===== config.mk =====
export PLATFORM = sky130hd
export DESIGN_NAME = piezo_scan_position_driver
export DESIGN_NICKNAME = d
export VERILOG_FILES = /design/src/hw/rtl/psp_pkg.sv /design/src/hw/rtl/psp_cmd_stage.sv /design/src/hw/rtl/psp_level_stage.sv /design/src/hw/rtl/psp_write_seq.sv /design/src/hw/rtl/piezo_scan_position_driver.sv
export VERILOG_INCLUDE_DIRS = /design/src /design/src/hw/rtl
export SDC_FILE = /design/constraint.sdc
export NUM_CORES = 2
export LEC_CHECK = 0
export ABC_AREA = 1
export BUFFER_PORTS_ARGS = -buffer_cell sky130_fd_sc_hd__buf_4
export CAP_MARGIN = 10
export CELL_PAD_IN_SITES_DETAIL_PLACEMENT = 1
export CELL_PAD_IN_SITES_GLOBAL_PLACEMENT = 2
export CORE_ASPECT_RATIO = 1.1
export CORE_MARGIN = 2
export CORE_UTILIZATION = 42
export CTS_CLUSTER_DIAMETER = 50
export DETAILED_ROUTE_END_ITERATION = 6
export PLACE_DENSITY = 0.88
export REMOVE_ABC_BUFFERS = 1
export SETUP_SLACK_MARGIN = 0.3
export SLEW_MARGIN = 10
export SYNTH_ARGS = -nofsm -noshare
export SYNTH_HDL_FRONTEND = slang
export SYNTH_HIERARCHICAL = 1
export SYNTH_SLANG_ARGS = --single-unit

===== constraint.sdc =====
create_clock -name aclk -period 17.9 [get_ports aclk]
set_input_delay 1.79 -clock aclk [delete_from_list [all_inputs] [get_ports aclk]]
set_output_delay 1.79 -clock aclk [all_outputs]
set_load 0.01 [all_outputs]

===== src/hw/rtl/piezo_scan_position_driver_assert.svh =====
// assertion macros used by the write sequencer of the piezo scan position driver
`ifndef PIEZO_SCAN_POSITION_DRIVER_ASSERT_SVH
`define PIEZO_SCAN_POSITION_DRIVER_ASSERT_SVH

// same-cycle implication, checked out of reset
`define PSP_ASSERT_NOW(label, clk, rstn, ante, cons, msg) \
    label: assert property (@(posedge clk) disable iff (!rstn) (ante) |-> (cons)) \
        else $error(msg);

// next-cycle implication, checked out of reset
`define PSP_ASSERT_NEXT(label, clk, rstn, ante, cons, msg) \
    label: assert property (@(posedge clk) disable iff (!rstn) (ante) |=> (cons)) \
        else $error(msg);

`endif


===== src/hw/rtl/psp_pkg.sv =====
// types and constants of the piezo scan position driver
package psp_pkg;

    localparam int TARGET_W = 16;
    localparam int STEP_W   = 16;
    localparam int LINE_W   = 15;
    localparam int DAC_W    = 16;
    localparam int CH_W     = 2;
    localparam int N_WR     = 8;
    localparam int SLOT_W   = 3;
    localparam int CFG_IDX_W = 2;

    // configuration register indexes
    localparam logic [CFG_IDX_W-1:0] CFG_STEP_SIZE = 2'd0;
    localparam logic [CFG_IDX_W-1:0] CFG_LINE_SIZE = 2'd1;
    localparam logic [CFG_IDX_W-1:0] CFG_DAC_MAX   = 2'd2;

    // reset values of the configuration registers
    localparam logic [STEP_W-1:0] STEP_SIZE_RST = 16'd1;
    localparam logic [LINE_W-1:0] LINE_SIZE_RST = 15'd256;
    localparam logic [DAC_W-1:0]  DAC_MAX_RST   = 16'hFFFF;

    typedef enum logic [2:0] {
        KIND_GOTO          = 3'd0,
        KIND_X_INC         = 3'd1,
        KIND_X_DEC         = 3'd2,
        KIND_NEXT_LINE     = 3'd3,
        KIND_END_LINE      = 3'd4,
        KIND_SET_ORIGIN    = 3'd5,
        KIND_RETURN_ORIGIN = 3'd6
    } kind_t;

    // slots 0..1 x pair, 2..3 y pair, 4..7 z on all channels; channel is slot mod 4
    typedef struct packed {
        logic [N_WR-1:0]             mask;
        logic [N_WR-1:0][DAC_W-1:0]  code;
    } wr_list_t;

endpackage


===== src/hw/rtl/psp_cmd_stage.sv =====
// command register, coordinate update and scaled coordinate differences
module psp_cmd_stage #(
    parameter int COORD_WIDTH = 16,
    parameter int LEVEL_WIDTH = 32
) (
    input  logic                              aclk,
    input  logic                              aresetn,
    input  logic                              in_valid,
    output logic                              in_ready,
    input  psp_pkg::kind_t                    in_kind,
    input  logic signed [psp_pkg::TARGET_W-1:0] in_tx,
    input  logic signed [psp_pkg::TARGET_W-1:0] in_ty,
    input  logic signed [psp_pkg::TARGET_W-1:0] in_tz,
    input  logic [psp_pkg::STEP_W-1:0]        step_size,
    input  logic [psp_pkg::LINE_W-1:0]        line_size,
    output logic                              out_valid,
    input  logic                              out_ready,
    output logic [LEVEL_WIDTH-1:0]            out_dx,
    output logic [LEVEL_WIDTH-1:0]            out_dy,
    output logic [LEVEL_WIDTH-1:0]            out_dz
);

    localparam int PROD_W = COORD_WIDTH + psp_pkg::STEP_W + 2;

    logic                                  cmd_valid_reg;
    psp_pkg::kind_t                        kind_reg;
    logic signed [psp_pkg::TARGET_W-1:0]   tx_reg, ty_reg, tz_reg;
    logic signed [COORD_WIDTH-1:0]         cx_reg, cy_reg, cz_reg;
    logic signed [COORD_WIDTH-1:0]         cx_next, cy_next, cz_next;
    logic                                  move;
    logic signed [COORD_WIDTH:0]           diff_x, diff_y, diff_z;
    logic signed [PROD_W-1:0]              prod_x, prod_y, prod_z;
    logic signed [psp_pkg::STEP_W:0]       step_s;
    logic                                  diff_valid_reg;
    logic [LEVEL_WIDTH-1:0]                dx_reg, dy_reg, dz_reg;
    logic                                  fire;

    assign fire     = cmd_valid_reg && (!diff_valid_reg || out_ready);
    assign in_ready = !cmd_valid_reg || fire;

    always_comb begin
        cx_next = cx_reg;
        cy_next = cy_reg;
        cz_next = cz_reg;
        move    = 1'b1;
        case (kind_reg)
            psp_pkg::KIND_GOTO: begin
                cx_next = COORD_WIDTH'(tx_reg);
                cy_next = COORD_WIDTH'(ty_reg);
                cz_next = COORD_WIDTH'(tz_reg);
            end
            psp_pkg::KIND_X_INC: begin
                cx_next = cx_reg + COORD_WIDTH'(1);
            end
            psp_pkg::KIND_X_DEC: begin
                cx_next = cx_reg - COORD_WIDTH'(1);
            end
            psp_pkg::KIND_NEXT_LINE: begin
                cx_next = '0;
                cy_next = cy_reg + COORD_WIDTH'(1);
            end
            psp_pkg::KIND_END_LINE: begin
                cx_next = COORD_WIDTH'(line_size);
            end
            psp_pkg::KIND_SET_ORIGIN: begin
                cx_next = '0;
                cy_next = '0;
                cz_next = '0;
                move    = 1'b0;
            end
            psp_pkg::KIND_RETURN_ORIGIN: begin
                cx_next = '0;
                cy_next = '0;
                cz_next = '0;
            end
            default: begin
                move = 1'b0;
            end
        endcase
    end

    assign step_s = $signed({1'b0, step_size});
    assign diff_x = $signed({cx_next[COORD_WIDTH-1], cx_next}) - $signed({cx_reg[COORD_WIDTH-1], cx_reg});
    assign diff_y = $signed({cy_next[COORD_WIDTH-1], cy_next}) - $signed({cy_reg[COORD_WIDTH-1], cy_reg});
    assign diff_z = $signed({cz_next[COORD_WIDTH-1], cz_next}) - $signed({cz_reg[COORD_WIDTH-1], cz_reg});
    assign prod_x = diff_x * step_s;
    assign prod_y = diff_y * step_s;
    assign prod_z = diff_z * step_s;

    always_ff @(posedge aclk) begin
        if (!aresetn) begin
            cmd_valid_reg  <= 1'b0;
            diff_valid_reg <= 1'b0;
            cx_reg         <= '0;
            cy_reg         <= '0;
            cz_reg         <= '0;
        end else begin
            if (in_ready) begin
                cmd_valid_reg <= in_valid;
            end
            if (fire) begin
                diff_valid_reg <= 1'b1;
                cx_reg         <= cx_next;
                cy_reg         <= cy_next;
                cz_reg         <= cz_next;
            end else if (out_ready) begin
                diff_valid_reg <= 1'b0;
            end
        end
    end

    always_ff @(posedge aclk) begin
        if (in_ready && in_valid) begin
            kind_reg <= in_kind;
            tx_reg   <= in_tx;
            ty_reg   <= in_ty;
            tz_reg   <= in_tz;
        end
        if (fire) begin
            dx_reg <= move ? LEVEL_WIDTH'(prod_x) : '0;
            dy_reg <= move ? LEVEL_WIDTH'(prod_y) : '0;
            dz_reg <= move ? LEVEL_WIDTH'(prod_z) : '0;
        end
    end

    assign out_valid = diff_valid_reg;
    assign out_dx    = dx_reg;
    assign out_dy    = dy_reg;
    assign out_dz    = dz_reg;

endmodule


===== src/hw/rtl/psp_level_stage.sv =====
// channel levels, range test and list of dac writes for one command
module psp_level_stage #(
    parameter int LEVEL_WIDTH = 32
) (
    input  logic                          aclk,
    input  logic                          aresetn,
    input  logic                          in_valid,
    output logic                          in_ready,
    input  logic [LEVEL_WIDTH-1:0]        in_dx,
    input  logic [LEVEL_WIDTH-1:0]        in_dy,
    input  logic [LEVEL_WIDTH-1:0]        in_dz,
    input  logic [psp_pkg::DAC_W-1:0]     dac_max,
    output logic                          out_valid,
    input  logic                          out_ready,
    output psp_pkg::wr_list_t             out_list
);

    logic [3:0][LEVEL_WIDTH-1:0] level_reg;
    logic [3:0][LEVEL_WIDTH-1:0] mid, level_next;
    logic [3:0]                  mid_ok, fin_ok;
    logic                        ok_x, ok_y, ok_z;
    logic                        fire;

    function automatic logic lvl_ok(input logic [LEVEL_WIDTH-1:0] v,
                                    input logic [psp_pkg::DAC_W-1:0] m);
        return !v[LEVEL_WIDTH-1] &&
               (v[LEVEL_WIDTH-2:0] <= (LEVEL_WIDTH-1)'(m));
    endfunction

    assign fire      = in_valid && out_ready;
    assign in_ready  = out_ready;
    assign out_valid = in_valid;

    always_comb begin
        mid[0] = level_reg[0] + in_dx;
        mid[1] = level_reg[1] - in_dx;
        mid[2] = level_reg[2] + in_dy;
        mid[3] = level_reg[3] - in_dy;
        for (int i = 0; i < 4; i++) begin
            level_next[i] = mid[i] + in_dz;
            mid_ok[i]     = lvl_ok(mid[i], dac_max);
            fin_ok[i]     = lvl_ok(level_next[i], dac_max);
        end
        ok_x = (in_dx != '0) && mid_ok[0] && mid_ok[1];
        ok_y = (in_dy != '0) && mid_ok[2] && mid_ok[3];
        ok_z = (in_dz != '0) && (&fin_ok);
        out_list.mask = {{4{ok_z}}, {2{ok_y}}, {2{ok_x}}};
        for (int i = 0; i < 4; i++) begin
            out_list.code[i]     = mid[i][psp_pkg::DAC_W-1:0];
            out_list.code[i + 4] = level_next[i][psp_pkg::DAC_W-1:0];
        end
    end

    always_ff @(posedge aclk) begin
        if (!aresetn) begin
            level_reg <= '0;
        end else if (fire) begin
            level_reg <= level_next;
        end
    end

endmodule


===== src/hw/rtl/psp_write_seq.sv =====
// result register and output sequencer, one write per cycle while m_tready is high
module psp_write_seq (
    input  logic                           aclk,
    input  logic                           aresetn,
    input  logic                           load_valid,
    output logic                           load_ready,
    input  psp_pkg::wr_list_t              load_list,
    output logic                           m_tvalid,
    input  logic                           m_tready,
    output logic [psp_pkg::DAC_W-1:0]      m_tdata,
    output logic [psp_pkg::CH_W-1:0]       m_tuser,
    output logic                           m_tlast
);

    logic [psp_pkg::N_WR-1:0]                     mask_reg, mask_next;
    logic [psp_pkg::N_WR-1:0][psp_pkg::DAC_W-1:0] code_reg;
    logic [psp_pkg::SLOT_W-1:0]                   sel;
    logic [psp_pkg::N_WR-1:0]                     rest;
    logic                                         take, load;

    always_comb begin
        sel = '0;
        for (int i = psp_pkg::N_WR - 1; i >= 0; i--) begin
            if (mask_reg[i]) begin
                sel = psp_pkg::SLOT_W'(i);
            end
        end
        rest      = mask_reg;
        rest[sel] = 1'b0;
    end

    assign m_tvalid   = |mask_reg;
    assign m_tlast    = (rest == '0);
    assign m_tdata    = code_reg[sel];
    assign m_tuser    = sel[psp_pkg::CH_W-1:0];
    assign take       = m_tvalid && m_tready;
    assign load_ready = !m_tvalid || (take && m_tlast);
    assign load       = load_valid && load_ready;

    always_comb begin
        mask_next = mask_reg;
        if (load) begin
            mask_next = load_list.mask;
        end else if (take) begin
            mask_next = rest;
        end
    end

    always_ff @(posedge aclk) begin
        if (!aresetn) begin
            mask_reg <= '0;
        end else begin
            mask_reg <= mask_next;
        end
    end

    always_ff @(posedge aclk) begin
        if (load) begin
            code_reg <= load_list.code;
        end
    end

    `include "piezo_scan_position_driver_assert.svh"

    `PSP_ASSERT_NOW(a_last_single, aclk, aresetn, m_tvalid && m_tlast, $onehot(mask_reg), "last item leaves writes behind")
    `PSP_ASSERT_NOW(a_no_overwrite, aclk, aresetn, m_tvalid && !(take && m_tlast), !load_ready, "new list would overwrite pending writes")
    `PSP_ASSERT_NEXT(a_one_per_take, aclk, aresetn, take && !load, $countones(mask_reg) == $countones($past(mask_reg)) - 1, "taken item not retired")

endmodule


===== src/hw/rtl/piezo_scan_position_driver.sv =====
// top level of the piezo scan position driver
// Each command item is registered, its coordinate differences are scaled by step_size in the
// next stage and added to the four channel levels in the stage after; the resulting dac writes
// (none to eight) then leave one per cycle while m_tready is high. The first write is offered
// from the write sequencer's list register, after the command register and the difference
// register. Commands are taken while earlier writes are still being delivered, until the
// command register and the difference register are both full.
module piezo_scan_position_driver #(
    parameter int COORD_WIDTH = 16,
    parameter int LEVEL_WIDTH = 32
) (
    input  logic                               aclk,
    input  logic                               aresetn,
    input  logic                               cfg_wr_en,
    input  logic [psp_pkg::CFG_IDX_W-1:0]      cfg_index,
    input  logic [psp_pkg::DAC_W-1:0]          cfg_wdata,
    input  logic                               s_tvalid,
    output logic                               s_tready,
    input  logic [47:0]                        s_tdata,  // target_x, target_y, target_z
    input  logic [2:0]                         s_tuser,  // kind
    output logic                               m_tvalid,
    input  logic                               m_tready,
    output logic [psp_pkg::DAC_W-1:0]          m_tdata,  // dac_code
    output logic [psp_pkg::CH_W-1:0]           m_tuser,  // channel
    output logic                               m_tlast
);

    logic [psp_pkg::STEP_W-1:0] step_size_reg;
    logic [psp_pkg::LINE_W-1:0] line_size_reg;
    logic [psp_pkg::DAC_W-1:0]  dac_max_reg;

    logic                   diff_valid, diff_ready;
    logic [LEVEL_WIDTH-1:0] dx, dy, dz;
    logic                   list_valid, list_ready;
    psp_pkg::wr_list_t      list;

    always_ff @(posedge aclk) begin
        if (!aresetn) begin
            step_size_reg <= psp_pkg::STEP_SIZE_RST;
            line_size_reg <= psp_pkg::LINE_SIZE_RST;
            dac_max_reg   <= psp_pkg::DAC_MAX_RST;
        end else if (cfg_wr_en) begin
            case (cfg_index)
                psp_pkg::CFG_STEP_SIZE: step_size_reg <= cfg_wdata;
                psp_pkg::CFG_LINE_SIZE: line_size_reg <= cfg_wdata[psp_pkg::LINE_W-1:0];
                psp_pkg::CFG_DAC_MAX:   dac_max_reg   <= cfg_wdata;
                default: begin
                end
            endcase
        end
    end

    psp_cmd_stage #(
        .COORD_WIDTH (COORD_WIDTH),
        .LEVEL_WIDTH (LEVEL_WIDTH)
    ) u_cmd (
        .aclk      (aclk),
        .aresetn   (aresetn),
        .in_valid  (s_tvalid),
        .in_ready  (s_tready),
        .in_kind   (psp_pkg::kind_t'(s_tuser)),
        .in_tx     ($signed(s_tdata[15:0])),
        .in_ty     ($signed(s_tdata[31:16])),
        .in_tz     ($signed(s_tdata[47:32])),
        .step_size (step_size_reg),
        .line_size (line_size_reg),
        .out_valid (diff_valid),
        .out_ready (diff_ready),
        .out_dx    (dx),
        .out_dy    (dy),
        .out_dz    (dz)
    );

    psp_level_stage #(
        .LEVEL_WIDTH (LEVEL_WIDTH)
    ) u_level (
        .aclk      (aclk),
        .aresetn   (aresetn),
        .in_valid  (diff_valid),
        .in_ready  (diff_ready),
        .in_dx     (dx),
        .in_dy     (dy),
        .in_dz     (dz),
        .dac_max   (dac_max_reg),
        .out_valid (list_valid),
        .out_ready (list_ready),
        .out_list  (list)
    );

    psp_write_seq u_seq (
        .aclk       (aclk),
        .aresetn    (aresetn),
        .load_valid (list_valid),
        .load_ready (list_ready),
        .load_list  (list),
        .m_tvalid   (m_tvalid),
        .m_tready   (m_tready),
        .m_tdata    (m_tdata),
        .m_tuser    (m_tuser),
        .m_tlast    (m_tlast)
    );

endmodule


Word-level counts from Yosys, hierarchy flattened

Cells that the tools add are included.

Output and inout port bits: 21
Register bits after elaboration: 508
Logic and storage cells: 134
Input bits: 74

Bitwise gates (word level): 2
$mul: 3
Reduce and logical (&&, ||, !) cells: 49
Order comparisons: 10
Equal/unequal tests: 8
Add/subtract/negate cells: 14
Muxes and demuxes: 20

Operators by type and width:

| kind                                                                   | number |
|---|---|
| 31-bit by 16-bit less-or-equal comparator with 1-bit output            | 8 |
| 32-bit adder                                                           | 6 |
| 17-bit by 17-bit multiplier with 32-bit output                         | 3 |
| 32-bit nonzero test                                                    | 3 |
| 16-bit case mux with 5 select lines                                    | 1 |
| 32-bit subtractor                                                      | 2 |
| 16-bit by 16-bit subtractor with 17-bit output                         | 3 |
| 16-bit binary-select mux with 3-bit select                             | 1 |
| 16-bit case mux with 3 select lines                                    | 1 |
| 16-bit by 2-bit adder with 16-bit output (second input constant)       | 2 |
| 16-bit case mux with 2 select lines                                    | 1 |
| 3-bit two-way mux                                                      | 8 |
| 1-bit logical AND                                                      | 19 |
| 16-bit two-way mux                                                     | 1 |
| 8-bit two-way mux                                                      | 2 |
| 16-bit by 2-bit subtractor with 16-bit output (second input constant)  | 1 |
| 1-bit logical NOT                                                      | 11 |
| 3-bit equality test (second input constant)                            | 3 |
| 8-bit bitwise AND                                                      | 1 |
| 8-bit logical NOT                                                      | 1 |
| 8-bit NOT                                                              | 1 |
| 8-bit OR reduction                                                     | 1 |
| 3-bit by 2-bit equality test with 1-bit output (second input constant) | 2 |
| 2-bit AND reduction                                                    | 3 |
| 15 further kinds                                                       | 21 |

Logic depth before layout (Yosys ltp)

Depth in word-level cells: 21
Mapped depth: 53

Cells and area by module

The synthesis kept the hierarchy.

By module, submodules not included:

| module                     | cells each | area each (sq um) | seq. area each (sq um) | instances |
|---|---|---|---|---|
| psp_cmd_stage              | 5,093      | 41,527.3          | 5,415.2                | 1 |
| psp_level_stage            | 4,476      | 25,649.6          | 2,562.5                | 1 |
| psp_write_seq              | 437        | 5,464.0           | 4,003.8                | 1 |
| piezo_scan_position_driver | 273        | 1,989.4           | 940.9                  | 1 |

Worst setup path after synthesis

No wires, ideal clock.

Path type: reg-to-reg
From: reg u_cmd.kind_reg[0]
To: reg u_cmd.dx_reg[28] (netlist: u_cmd/out_dx[28]) (data pin)
Arrival: 8.033 ns
Data required time: 17.647 ns
Clock period less this slack: 8.286 ns
Slack: 9.614 ns
Cell stages (with the launch flop): 52
Library setup time: 0.253 ns
Cells stage by stage: edfxtp_1 > inv_2 > nand2_2 > nor2_4 > buf_6 > nand2_1 > nand2_1 > inv_1 > ha_1 > a21oi_1 > inv_2 > nand2_1 > nand2_2 > nand2_1 > nand3_1 > nand3_1 > nand2_1 > nand2_1 > [... 16 more ...] > fa_1 > fa_1 > fa_1 > inv_1 > fa_1 > inv_1 > ha_1 > nand2_1 > nor2_1 > nand2_1 > inv_1 > nand4_1 > nand3_1 > a21oi_1 > o21ai_0 > nand2_1 > nand2_1 > nor2_1

Longest elaborated chain between the ends: 5
Elaborated cells on any way between the ends: 13
Classes of those cells: add/sub (1); mul (1); eq/ne (6); mux (2); reduce/logical (3)

Ends and longest elaborated chain:

| item                                                                                         | RTL line             | source |
|---|---|---|
| start, declared                                                                              | psp_cmd_stage.sv:26  | `psp_pkg::kind_t kind_reg;` |
| start signal, assigned                                                                       | psp_cmd_stage.sv:114 | `kind_reg <= in_kind;` |
| 3-bit equality test / 3-bit by 2-bit equality test with 1-bit output (equally long branches) | psp_cmd_stage.sv:46  | `case (kind_reg)` |
| 3-bit OR reduction (no source line)                                                          | n/a                  |  |
| 16-bit case mux with 5 select lines (*)                                                      | psp_cmd_stage.sv:46  |  |
| named net u_cmd.cx_next[12]                                                                  | psp_cmd_stage.sv:29  | `logic signed [COORD_WIDTH-1:0] cx_next, cy_next, cz_next;` |
| 16-bit by 16-bit subtractor with 17-bit output (*)                                           | psp_cmd_stage.sv:83  | `assign diff_x = $signed({cx_next[COORD_WIDTH-1], cx_next}) - $signed({cx_reg[COORD_WIDTH-1], cx_reg});` |
| 17-bit by 17-bit multiplier with 32-bit output (*)                                           | psp_cmd_stage.sv:86  | `assign prod_x = diff_x * step_s;` |
| end signal, assigned                                                                         | psp_cmd_stage.sv:120 | `dx_reg <= move ? LEVEL_WIDTH'(prod_x) : '0;` |
| end, declared                                                                                | psp_cmd_stage.sv:35  | `logic [LEVEL_WIDTH-1:0] dx_reg, dy_reg, dz_reg;` |

The timed path passes the listed nets; every way through them passes the cells marked *.
A chain may end at the register's enable or synchronous reset.

Worst setup path after layout

From: reg u_cmd.kind_reg[2]
To: reg u_cmd.dz_reg[31] (netlist: u_cmd/out_dz[31]) (data pin)

Longest elaborated chain between the ends: 5
Elaborated cells on any way between the ends: 13
Classes of those cells: add/sub (1); mul (1); eq/ne (6); mux (2); reduce/logical (3)

Ends and longest elaborated chain:

| item                                           | RTL line             | source |
|---|---|---|
| 3-bit equality test                            | psp_cmd_stage.sv:46  |  |
| 2-bit OR reduction (no source line)            | n/a                  |  |
| 16-bit case mux with 2 select lines            | psp_cmd_stage.sv:46  |  |
| 16-bit by 16-bit subtractor with 17-bit output | psp_cmd_stage.sv:85  | `assign diff_z = $signed({cz_next[COORD_WIDTH-1], cz_next}) - $signed({cz_reg[COORD_WIDTH-1], cz_reg});` |
| 17-bit by 17-bit multiplier with 32-bit output | psp_cmd_stage.sv:88  | `assign prod_z = diff_z * step_s;` |
| end signal, assigned                           | psp_cmd_stage.sv:122 | `dz_reg <= move ? LEVEL_WIDTH'(prod_z) : '0;` |
| end, declared                                  | psp_cmd_stage.sv:35  |  |

Parallel ways exist; a longest one is shown, timed or not.

==> impl_metrics.prom <==
# TYPE chip_impl_metric gauge
chip_impl_metric{name="track_usage",unit="%"} 35.3
chip_impl_info{name="cp-start-kind",value="register"} 1
chip_impl_metric{name="drt_pre_antenna_iters",unit=""} 6
chip_impl_metric{name="ys_warn_count",unit=""} 6
chip_impl_metric{name="timing_hold_violations_final",unit=""} 0
chip_impl_metric{name="antenna_left",unit=""} 0
chip_impl_info{name="status",value="finished clean"} 1
chip_impl_metric{name="cts_stage_hold_buffer_count",unit=""} 0
chip_impl_metric{name="timing.critical_path.required",unit="ns"} 18.39
chip_impl_metric{name="dp_hpwl",unit="mm"} 263
chip_impl_metric{name="first_global_vias",unit=""} 75094
chip_impl_metric{name="initialDrtViolationCount",unit=""} 4426
chip_impl_metric{name="drc",unit=""} 0
chip_impl_metric{name="clk_pin_slew",unit="ns"} 0.05
chip_impl_info{name="mostFrequentLayoutCells",value="2257 x sky130_fd_sc_hd__nand2_1, 2005 x sky130_fd_sc_hd__inv_1, 1135 x sky130_fd_sc_hd__nor2_1, 807 x sky130_fd_sc_hd__fa_1, 675 x sky130_fd_sc_hd__ha_1"} 1
chip_impl_metric{name="cts.repair_timing.setup_buffer_count",unit=""} 0
chip_impl_info{name="layout.cells.most_common",value="sky130_fd_sc_hd__nand2_1"} 1
chip_impl_metric{name="wirelength",unit="mm"} 320
chip_impl_metric{name="grt.overflow.total",unit=""} 0
chip_impl_info{name="crit_type",value="reg2reg"} 1
chip_impl_info{name="timing.critical_path.to_type",value="register"} 1
chip_impl_metric{name="worstPathArrival",unit="ns"} 11.05
chip_impl_metric{name="cts_htree_levels",unit=""} 3
chip_impl_metric{name="syn-mean-instance-area",unit="um^2"} 7.26
chip_impl_metric{name="min_period",unit="ns"} 10.56
chip_impl_info{name="critical-path-slowest-cell",value="sky130_fd_sc_hd__nor3_4"} 1
chip_impl_metric{name="rows",unit=""} 162
chip_impl_info{name="yosys_most_used_dff",value="sky130_fd_sc_hd__edfxtp_1"} 1
chip_impl_metric{name="placeableCoreArea",unit="mm^2"} 0.177
chip_impl_metric{name="fp.dieW",unit="um"} 406
chip_impl_metric{name="vias_per_cell",unit=""} 5.53
chip_impl_info{name="startpoint",value="u_cmd/kind_reg[2]$_DFFE_PP_"} 1
chip_impl_metric{name="tightestPinTransition",unit="ns"} 1.28
chip_impl_info{name="root_buf_cell",value="sky130_fd_sc_hd__clkbuf_16"} 1
chip_impl_metric{name="die_area",unit="mm^2"} 0.181
chip_impl_metric{name="initial_core_util",unit="%"} 42.2
chip_impl_metric{name="synth_sequential_area_ratio",unit="%"} 17.3
chip_impl_metric{name="maximum_number_of_pins_on_one_net_before_global_route_repair",unit=""} 94
chip_impl_metric{name="multi_input_area",unit="mm^2"} 0.0524
chip_impl_metric{name="globalplace.congestion",unit=""} 0.980
chip_impl_metric{name="portBuffers",unit=""} 94
chip_impl_metric{name="via_count",unit=""} 70252
chip_impl_metric{name="post_synth_instance_area",unit="mm^2"} 0.0746
chip_impl_metric{name="area_growth_syn_to_layout",unit="%"} 8.09
chip_impl_metric{name="post_cts_resize_count",unit=""} 0
chip_impl_metric{name="max-cap-violations",unit=""} 0
chip_impl_metric{name="grt_antenna_before_repair",unit=""} 11
chip_impl_metric{name="number_of_fill_cells_in_the_layout",unit=""} 22326
chip_impl_metric{name="clock_insertion_delay_worst_skew",unit="ns"} 0.76
chip_impl_metric{name="ios",unit=""} 95
chip_impl_info{name="critical-path-top-cell-by-count",value="sky130_fd_sc_hd__nand2_1"} 1
chip_impl_metric{name="layout-drive-gt1-share",unit="%"} 5.99
chip_impl_metric{name="report.final.slew_viol_count",unit=""} 0
chip_impl_metric{name="async_flop_share",unit="%"} 0
chip_impl_metric{name="max_clock_buf_depth",unit=""} 3
chip_impl_metric{name="finalSetupTns",unit="ns"} 0
chip_impl_metric{name="clkSinkCount",unit=""} 508
chip_impl_metric{name="final_nets",unit=""} 11795
chip_impl_metric{name="crit_path_max_incr_delay",unit="ns"} 0.87
chip_impl_metric{name="count_of_flip_flops_with_a_built_in_enable_after_synthesis",unit=""} 275
chip_impl_info{name="worst_r2r_startpoint",value="u_cmd/kind_reg[2]$_DFFE_PP_"} 1
chip_impl_metric{name="timing.final.crit_share",unit="%"} 59.0
chip_impl_metric{name="wire_length_of_the_first_global_routing_pass",unit="mm"} 472
chip_impl_metric{name="final.setup_skew",unit="ns"} 0.0328
chip_impl_metric{name="timing.critical_path.fanout_max",unit=""} 24
chip_impl_metric{name="slew-limit-headroom",unit="%"} 14.1
chip_impl_info{name="rsz0062_at_grt",value="false"} 1
chip_impl_info{name="tritoncts",value="yes"} 1
chip_impl_metric{name="finalSetupViolations",unit=""} 0
chip_impl_metric{name="synth.lib_cells_used.distinct",unit=""} 79
chip_impl_metric{name="area.sequential",unit="mm^2"} 0.0129
chip_impl_metric{name="die-height",unit="um"} 446
chip_impl_info{name="timing.hold.worst.class",value="reg2reg"} 1
chip_impl_metric{name="fmax",unit="MHz"} 94.7
chip_impl_metric{name="synthCells",unit=""} 10279
chip_impl_metric{name="post_synthesis_register_bit_count",unit=""} 508
chip_impl_metric{name="wire_per_inst",unit="um"} 25.2
chip_impl_info{name="min-delay-start",value="dac_max_reg[13]$_SDFFE_PN1P_"} 1
chip_impl_metric{name="cts_buffers",unit=""} 90
[per-stage QoR]
step	setup slack (ns)	instances	instance area, um^2	hold slack [ns]	util (%)
finish	7.34	12703	80700	0.455	45.6
detailed placement	7.50	12525	77400	0.449	43.7
global route	6.79	12695	80600	0.484	45.6
CTS	7.46	12694	80600	0.459	45.6
global placement	7.81	12525	77400	0.439	43.7
floorplan	8.69	9971	73100	0.429	-
[routing by layer]
metal / vias up / part of all wire, % / track usage [%]
li1: 32161 / - / -
met1: 35225 / 39 / 41.2
met2: 2083 / 48 / 60.7
met5: - / 0.032 / 0
met4: 12 / 6.9 / 21.6
met3: 771 / 5.5 / 5.40
[critical path: cells and delay by family (launching register included)]
kind,cells,cell delay (ns)
and+or+nand+nor,18,3.16
AOI/OAI and AO/OA,7,2.01
buffers and inverters,6,0.62
adders and majority gates,9,3.89
DFF,1,0.56
[cell type report]
cell class	instances	area share (%)
repair buffers	176	1.64
clock buffers	102	2.99
clock inverters	67	1.02
inverters	2064	9.62
multi-input cells	7399	65.0
diodes	9	0.0279
flip-flops and latches	508	16.0
well taps	2378	3.69
[Yosys cell counts (16+ instances only)]
| cell | number | area share [%] |
|---|---|---|
| sky130_fd_sc_hd__nand3b_1 | 35 | 0.35 |
| sky130_fd_sc_hd__o2111ai_1 | 17 | 0.20 |
| sky130_fd_sc_hd__xnor2_1 | 39 | 0.46 |
| sky130_fd_sc_hd__a21oi_1 | 624 | 4.2 |
| sky130_fd_sc_hd__nor2_1 | 1136 | 5.7 |
| sky130_fd_sc_hd__dfxtp_1 | 233 | 6.3 |
| sky130_fd_sc_hd__buf_2 | 35 | 0.23 |
| sky130_fd_sc_hd__clkinv_1 | 23 | 0.12 |
| sky130_fd_sc_hd__nand3_1 | 456 | 3.1 |
| sky130_fd_sc_hd__ha_1 | 675 | 11 |
| sky130_fd_sc_hd__fa_1 | 807 | 22 |
| sky130_fd_sc_hd__nand2_1 | 2260 | 11 |
| sky130_fd_sc_hd__nand4_1 | 122 | 1.0 |
| sky130_fd_sc_hd__inv_2 | 33 | 0.17 |
| sky130_fd_sc_hd__o21a_1 | 39 | 0.39 |
| sky130_fd_sc_hd__o211ai_1 | 55 | 0.55 |
| sky130_fd_sc_hd__nor3_1 | 86 | 0.58 |
| sky130_fd_sc_hd__buf_4 | 84 | 0.84 |
| sky130_fd_sc_hd__nor2_2 | 33 | 0.28 |
| sky130_fd_sc_hd__nor4_1 | 31 | 0.26 |
| sky130_fd_sc_hd__nand2_2 | 54 | 0.45 |
| sky130_fd_sc_hd__o21ai_0 | 429 | 2.9 |
| sky130_fd_sc_hd__o32ai_1 | 16 | 0.19 |
| sky130_fd_sc_hd__o21ai_1 | 24 | 0.16 |
| sky130_fd_sc_hd__o21bai_1 | 46 | 0.46 |
| sky130_fd_sc_hd__xor2_1 | 145 | 1.7 |
| sky130_fd_sc_hd__buf_1 | 20 | 0.10 |
| sky130_fd_sc_hd__clkbuf_1 | 163 | 0.82 |
| sky130_fd_sc_hd__a21o_1 | 39 | 0.39 |
| sky130_fd_sc_hd__inv_1 | 2007 | 10 |
| sky130_fd_sc_hd__edfxtp_1 | 275 | 11 |
| sky130_fd_sc_hd__or2_2 | 69 | 0.58 |
[cells by family after synthesis]
kind of cell | synth area share (%)
AOI/OAI and AO/OA | 10.5
xor gates and xnor gates | 2.24
adders and majority gates | 33.0
buffers and inverters | 12.5
DFF | 17.3
and+or+nand+nor | 24.5
[final timing paths]
| kind | endpoint | slack, ns | cells past startpoint |
|---|---|---|---|
| max | u_cmd/out_dz[31]$_SDFFCE_PN0P_ | 7.34 | 40 |
| min | dac_max_reg[13]$_SDFFE_PN1P_ | 0.45 | 2 |
| max reg2reg | u_cmd/out_dz[31]$_SDFFCE_PN0P_ | 7.34 | 40 |
| min reg2reg | dac_max_reg[13]$_SDFFE_PN1P_ | 0.45 | 2 |
Power is left out: the tool's default activity adds up to more than one toggle a clock period on the data nets, which glitch-free logic cannot reach.
